**config.mk**
```make
export PLATFORM = sky130hd
export DESIGN_NAME = tcw_front
export DESIGN_NICKNAME = d
export VERILOG_FILES = /design/src/design/tcw_pkg.sv /design/src/design/tcw_front.sv
export SDC_FILE = /design/constraint.sdc
export NUM_CORES = 1
export LEC_CHECK = 0
export BUFFER_PORTS_ARGS = -buffer_cell sky130_fd_sc_hd__buf_2
export CORE_MARGIN = 3
export CORE_UTILIZATION = 46
export DETAILED_ROUTE_END_ITERATION = 16
export HOLD_SLACK_MARGIN = 0.1
export PLACE_DENSITY = 0.74
export SLEW_MARGIN = 0
export SYNTH_ARGS = -nofsm -noshare
export SYNTH_HDL_FRONTEND = slang
export SYNTH_SLANG_ARGS = --single-unit
```
**constraint.sdc**
```tcl
create_clock -name clk -period 2.4 [get_ports clk]
set_clock_uncertainty 0.1 [all_clocks]
set_input_delay 0.24 -clock clk [delete_from_list [all_inputs] [get_ports clk]]
set_output_delay 0.24 -clock clk [all_outputs]
set_load 0.02 [all_outputs]
```
**src/design/tcw_pkg.sv**
```systemverilog
// shared constants, types and codes for the text console writer
`default_nettype none

package tcw_pkg;

    // screen geometry
    localparam int COLUMNS = 80;
    localparam int ROWS    = 25;
    localparam int CELLS   = ROWS * COLUMNS;
    localparam int CELL_AW = $clog2(CELLS);
    localparam int ROW_W   = (ROWS > 2) ? $clog2(ROWS) : 1;
    localparam int COL_W   = (COLUMNS > 2) ? $clog2(COLUMNS) : 1;

    // field widths
    localparam int FUNC_W  = 2;
    localparam int CHAR_W  = 8;
    localparam int COLOR_W = 8;
    localparam int ADDR_W  = 11;
    localparam int POS_W   = 11;
    localparam int CELL_W  = CHAR_W + COLOR_W;

    // character codes and colors
    localparam logic [CHAR_W-1:0]  CODE_NEWLINE   = 8'd10;
    localparam logic [CHAR_W-1:0]  CODE_BACKSPACE = 8'd8;
    localparam logic [CHAR_W-1:0]  CODE_BLANK     = 8'd32;
    localparam logic [COLOR_W-1:0] COLOR_AT_RESET = 8'd15;

    // queues between front, back and result side
    localparam int CMDQ_DEPTH = 2;
    localparam int CMDQ_PW    = (CMDQ_DEPTH > 2) ? $clog2(CMDQ_DEPTH) : 1;
    localparam int CMDQ_CW    = $clog2(CMDQ_DEPTH + 1);
    localparam int RESQ_DEPTH = 2;
    localparam int RESQ_PW    = (RESQ_DEPTH > 2) ? $clog2(RESQ_DEPTH) : 1;
    localparam int RESQ_CW    = $clog2(RESQ_DEPTH + 1);

    typedef enum logic [FUNC_W-1:0] {
        FUNC_PUT   = 2'd0,
        FUNC_CLEAR = 2'd1,
        FUNC_READ  = 2'd2
    } func_t;

    typedef enum logic [2:0] {
        OP_NOP,
        OP_PUT,
        OP_NEWLINE,
        OP_BACKSPACE,
        OP_CLEAR,
        OP_READ
    } cmd_op_t;

    typedef struct packed {
        cmd_op_t              op;
        logic [CHAR_W-1:0]    ch;
        logic [COLOR_W-1:0]   color;
        logic [CELL_AW-1:0]   addr;
    } cmd_t;

    typedef struct packed {
        logic [POS_W-1:0]   pos;
        logic [CHAR_W-1:0]  rch;
        logic [COLOR_W-1:0] rcol;
    } result_t;

    typedef struct packed {
        logic init_busy;
        logic res_push;
        logic res_full;
    } back_stat_t;

    typedef enum logic [2:0] {
        ST_INIT,
        ST_IDLE,
        ST_READ,
        ST_CLEAR,
        ST_SCROLL,
        ST_BLANK,
        ST_DONE
    } back_state_t;

endpackage

`default_nettype wire

```
**src/design/tcw_front.sv**
```systemverilog
// front end: accepts items, classifies them and queues commands
`default_nettype none

module tcw_front import tcw_pkg::*; (
    input  wire logic               clk,
    input  wire logic               rst_n,
    input  wire logic               push,
    output      logic               full,
    input  wire logic [FUNC_W-1:0]  func,
    input  wire logic [CHAR_W-1:0]  char_code,
    input  wire logic [COLOR_W-1:0] char_color,
    input  wire logic [ADDR_W-1:0]  cell_address,
    input  wire back_stat_t         stat,
    output      logic               cmd_valid,
    output      cmd_t               cmd,
    input  wire logic               cmd_take
);

    cmd_t                q_mem_reg [CMDQ_DEPTH];
    logic [CMDQ_PW-1:0]  wr_ptr_reg, wr_ptr_next;
    logic [CMDQ_PW-1:0]  rd_ptr_reg, rd_ptr_next;
    logic [CMDQ_CW-1:0]  count_reg, count_next;
    cmd_t                cmd_in;
    logic                addr_ok;
    logic                push_ok;
    logic                take_ok;

    // classification
    assign addr_ok = 32'(cell_address) < 32'(CELLS);

    always_comb
    begin
        cmd_in.op    = OP_NOP;
        cmd_in.ch    = char_code;
        cmd_in.color = char_color;
        cmd_in.addr  = CELL_AW'(cell_address);
        case (func_t'(func))
            FUNC_PUT:
            begin
                if (char_code == CODE_NEWLINE)
                begin
                    cmd_in.op = OP_NEWLINE;
                end
                else if (char_code == CODE_BACKSPACE)
                begin
                    cmd_in.op = OP_BACKSPACE;
                end
                else
                begin
                    cmd_in.op = OP_PUT;
                end
            end
            FUNC_CLEAR:
            begin
                cmd_in.op = OP_CLEAR;
            end
            FUNC_READ:
            begin
                // a read beyond the screen behaves as a no-op
                cmd_in.op = addr_ok ? OP_READ : OP_NOP;
            end
            default:
            begin
                cmd_in.op = OP_NOP;
            end
        endcase
    end

    // command queue
    assign full      = (count_reg == CMDQ_CW'(CMDQ_DEPTH)) || stat.init_busy;
    assign push_ok   = push && !full;
    assign cmd_valid = (count_reg != '0);
    assign take_ok   = cmd_take && cmd_valid;
    assign cmd       = q_mem_reg[rd_ptr_reg];

    always_comb
    begin
        wr_ptr_next = wr_ptr_reg;
        rd_ptr_next = rd_ptr_reg;
        count_next  = count_reg;
        if (push_ok)
        begin
            wr_ptr_next = (wr_ptr_reg == CMDQ_PW'(CMDQ_DEPTH - 1)) ? '0
                                                                   : wr_ptr_reg + 1'b1;
        end
        if (take_ok)
        begin
            rd_ptr_next = (rd_ptr_reg == CMDQ_PW'(CMDQ_DEPTH - 1)) ? '0
                                                                   : rd_ptr_reg + 1'b1;
        end
        if (push_ok && !take_ok)
        begin
            count_next = count_reg + 1'b1;
        end
        else if (take_ok && !push_ok)
        begin
            count_next = count_reg - 1'b1;
        end
    end

    always_ff @(posedge clk or negedge rst_n)
    begin
        if (!rst_n)
        begin
            wr_ptr_reg <= '0;
            rd_ptr_reg <= '0;
            count_reg  <= '0;
        end
        else
        begin
            wr_ptr_reg <= wr_ptr_next;
            rd_ptr_reg <= rd_ptr_next;
            count_reg  <= count_next;
        end
    end

    always_ff @(posedge clk)
    begin
        if (push_ok)
        begin
            q_mem_reg[wr_ptr_reg] <= cmd_in;
        end
    end

endmodule

`default_nettype wire

```
# Word-level counts from Yosys, hierarchy flattened
# Memories as Yosys holds them, arrays and structs flattened.
# Cells that the tools add are included.
[totals] regBits=4 mem_bits_rw=60 inputBits=36 output_inout_bits=32 wordCells=35 mem_count=1
[mem_list] name="q_mem_reg" depth=2 width=30 rd=1 rd_ports_with_merged_regs=0 write_ports=1 line="tcw_front.sv:19" rtl="cmd_t q_mem_reg [CMDQ_DEPTH];"
[classes] addsub=4 order_cmp=1 n_eq_ne=5 n_mux=10 n_reduce_logical=11
[ops] cell="$eq 8x4->1 const B" n=2
[ops] cell="$lt 11x11->1 const B" n=1
[ops] cell="$pmux 3 s3" n=1
[ops] cell="$mux 2" n=3
[ops] cell="$mux 3" n=2
[ops] cell="$eq 2x2->1 const B" n=2
[ops] cell="$logic_and 1x1->1" n=4
[ops] cell="$mux 1" n=4
[ops] cell="$reduce_bool 2->1" n=2
[ops] cell="$logic_not 1->1" n=3
[ops] cell="$add 1x1->1 const B" n=2
[ops] cell="$add 2x1->2 const B" n=1
[ops] cell="$eq 2x1->1 const B" n=1
[ops] cell="$logic_not 2->1" n=1
[ops] cell="$sub 2x1->2 const B" n=1
[ops] cell="$logic_or 1x1->1" n=1

# Depth between registers and ports, before layout
[depth] ltp_word=8 mapped_depth=7 ltp_nobuf=7

# Worst setup path after synthesis
# No wires, ideal clock.
[synth_timing] kind="register to register" start="register count_reg[1]" end="memory q_mem_reg[0][0] in the netlist's numbering (enable)" t_arrival_ns=1.883 required_ns=1.883 setup_slack_ns=0.000 path_stages_with_launch=4 n_path_buf=0 cell_sequence="dfrtp_1 -> inv_1 -> o211ai_1 -> nor2_1"
[synth_between] elab_chain_len=6
[synth_lines] item="start, declared" line="tcw_front.sv:22" rtl="logic [CMDQ_CW-1:0] count_reg, count_next;"
[synth_lines] item="start signal, assigned" line="tcw_front.sv:113" rtl="count_reg <= count_next;"
[synth_lines] item="$eq 2x2->1" line="tcw_front.sv:70" rtl="assign full = (count_reg == CMDQ_CW'(CMDQ_DEPTH)) || stat.init_busy;"
[synth_lines] item="$logic_or 1x1->1" line="tcw_front.sv:70"
[synth_lines] item="$logic_not 1->1" line="tcw_front.sv:71" rtl="assign push_ok = push && !full;"
[synth_lines] item="$logic_and 1x1->1" line="tcw_front.sv:71"
[synth_lines] item="$mux 1" line="tcw_front.sv:119" rtl="if (push_ok)"
[synth_lines] item="$mux 1 (not written as such)" line="tcw_front.sv:121" rtl="q_mem_reg[wr_ptr_reg] <= cmd_in;"
[synth_lines] item="end, declared" line="tcw_front.sv:19"
# Every way passes these cells.

==> flow_summary.json <==
{
  "cts-root-buf": "clkbuf_8",
  "syn_to_final_growth_pct": 37.3,
  "num_rows": 25,
  "cts_setup_buffers": 0,
  "slew_headroom_pct": 67.6,
  "finalMaxSlewViolations": 0,
  "synth_xor_area_share_pct": 1.78,
  "cts_buffer_depth": 2,
  "synth_top_family_by_area": "multiplexers",
  "num_vias": 1469,
  "final_cell_mix": "65 x buf_2, 60 x edfxtp_1, 30 x mux2_2",
  "antenna_cells": 0,
  "finalPower_mw": 3.46,
  "drtAntennaViolNets": 0,
  "max_freq_ghz": 0.549,
  "die_area_sq_um": 6260,
  "dp_hpwl_mm": 3.09,
  "first_pass_iters": 4,
  "cts_tree": "yes",
  "yosys_warnings": 0,
  "cts_hold_buffers": 29,
  "die_h_um": 79.1,
  "netlist_area_sq_um": 2460,
  "layout_commonest_cell": "buf_2",
  "synth_compound_area_share_pct": 1.68,
  "cp.arrival_ns": 1.48,
  "critPathMaxFanout": 16,
  "power.density_nw_per_um2": 1030,
  "yosys.area_share.simple_pct": 3.46,
  "cellLeakagePower_nw": 1.29,
  "rsz0062_at_grt": "false",
  "grt-ovfl-total": 0,
  "clock_latency_ns": 0.33,
  "setup_viol": 0,
  "ir_worst_vdd_uv": 776,
  "grt_first_pass_wirelength_mm": 7.58,
  "ctsResizeCount": 0,
  "synth.net_count": 163,
  "worstSetupEndpointType": "output port",
  "drv_cap": 0,
  "io_buffers": 65,
  "cts_buffers": 9,
  "cp_data_required_time_ns": 2.06,
  "setup_tns_ns": 0,
  "wirelength_mm": 4.76,
  "drive_gt1_share_pct": 50.0,
  "fin_nets": 270,
  "initial_core_util_pct": 49.8,
  "slowest_delay_ns": 0.38,
  "largest_reg_flops": 60,
  "yosysSeqAreaShare_pct": 77.3,
  "status": "complete, no violations",
  "grt_max_degree": 23,
  "synth-seq-cells": 64,
  "synth_cell_types": 22,
  "grt_pass1_vias": 1602,
  "nFillCells": 352,
  "drt_iter0_drc": 49,
  "critPathKind": "register to output port",
  "synthAdderAreaFrac_pct": 0.509,
  "die_w_um": 79.1,
  "synthMuxAreaShare_pct": 13.7,
  "cp_cell_sequence": "buf_4, mux2_2, buf_2",
  "finalHoldViolations": 0,
  "antenna_found_initial": 0,
  "crit_slowest_cell": "mux2_2",
  "fin_crit_ns": 1.82,
  "avgSynthCellArea_sq_um": 19.5,
  "vias_per_cell": 4.82,
  "core_sq_um": 4940,
  "routedWlPerCell_um": 15.6,
  "startpoint_type": "register",
  "cts_max_level": 3,
  "drc": 0,
  "cts.sinks": 64,
  "place_congestion": 0.736,
  "netlist_instances": 126,
  "min-delay-path-class": "input pin to asynchronous set/reset pin",
  "fin_crit_sh_pct": 75.8,
  "track_usage_pct": 16.4,
  "pin_count": 68,
  "clkTransAtPathRegs_ns": 0.07,
  "worst_pin_slew_ns": 0.486
}
Yosys cell counts (all sizes together):
cell	count	area share [%]
edfxtp	60	73
mux2	30	14
dfrtp	4	4.1
inv	4	0.61
nor2	4	0.61
xnor2	4	1.4
buf	3	0.92
nand2	2	0.41
nand2b	2	0.51
o211ai	2	0.61
a21oi	1	0.20
a31o	1	0.36
and3	1	0.25
ha	1	0.51
nand3	1	0.20
nor4	1	0.51
nor4b	1	0.61
o21a	1	0.31
o21ai	1	0.20
or2	1	0.36
xor2	1	0.36
critical path: cells and delay by family (launching register included):
family                 cells  cell delay (ns)
buffers and inverters      2             0.41
multiplexers               1             0.38
flip-flops                 1             0.35
cell families (layout without fill, tap and decap cells):
| family | Yosys count | after routing |
|---|---|---|
| compound gates | 6 | 6 |
| xor+xnor | 5 | 5 |
| fa+ha+maj | 1 | 1 |
| buf+inv | 7 | 119 |
| flops | 64 | 64 |
| mux | 30 | 30 |
| simple gates | 13 | 13 |
path summary, 6_finish.rpt:
check	endpoint	startpoint	slack, ns	depth (start not counted)
worst max-delay path	cmd[25]	rd_ptr_reg$_DFFE_PN0P_	0.58	3
worst min-delay path	count_reg[0]$_DFFE_PN0P_	rst_n	0.13	2
worst max register to register	q_mem_reg[1][8]$_DFFE_PP_	count_reg[1]$_DFFE_PN0P_	0.65	4
worst min register to register	wr_ptr_reg$_DFFE_PN0P_	wr_ptr_reg$_DFFE_PN0P_	0.42	1
max in group asynchronous	rd_ptr_reg$_DFFE_PN0P_	rst_n	1.96	2
min in group clk	q_mem_reg[0][28]$_DFFE_PP_	func[0]	0.15	2
report_power, final:
group          switching (mW)  total (mW)  internal, mW
sequential             0.0597        1.46          1.40
combinational           0.639        1.14         0.499
clock                   0.389       0.863         0.474
total                    1.09        3.46          2.37
metrics by stage:
| stage | util, % | worst slack (ns) | cell area (sq um) | hold WS [ns] | cells |
|---|---|---|---|---|---|
| 6_report | 68.3 | 0.580 | 3380 | 0.129 | 305 |
| 4_1_cts | 68.3 | 0.564 | 3380 | 0.113 | 305 |
| 5_1_grt | 68.3 | 0.513 | 3380 | 0.132 | 305 |
| 2_1_floorplan | - | 0.000303 | 2460 | -0.156 | 126 |
| 3_3_place_gp | 58.7 | 0.708 | 2900 | -0.0521 | 260 |
| 3_5_place_dp | 58.7 | 0.640 | 2900 | -0.0514 | 260 |
per-layer routing:
layer | routed length [um] | share of wire, % | vias to the layer above | track usage, %
met5 | 0 | 0 | - | 0
li1 | - | - | 699 | -
met1 | 2000 | 42 | 702 | 19.4
met3 | 368 | 7.7 | 7 | 6.46
met4 | 43 | 0.90 | 0 | 5.15
met2 | 2350 | 49 | 61 | 27.5
area by class of cell:
class	instances	area (sq um)	area share (%)
timing repair buffer	99	666	19.7
clock buffer	10	128	3.78
multi-input combinational	55	523	15.5
sequential	64	1900	56.3
inverter	4	15.0	0.445
clock inverter	6	60.1	1.78
tap	67	83.8	2.48
Note: power is estimated with default switching activity, not from simulation.
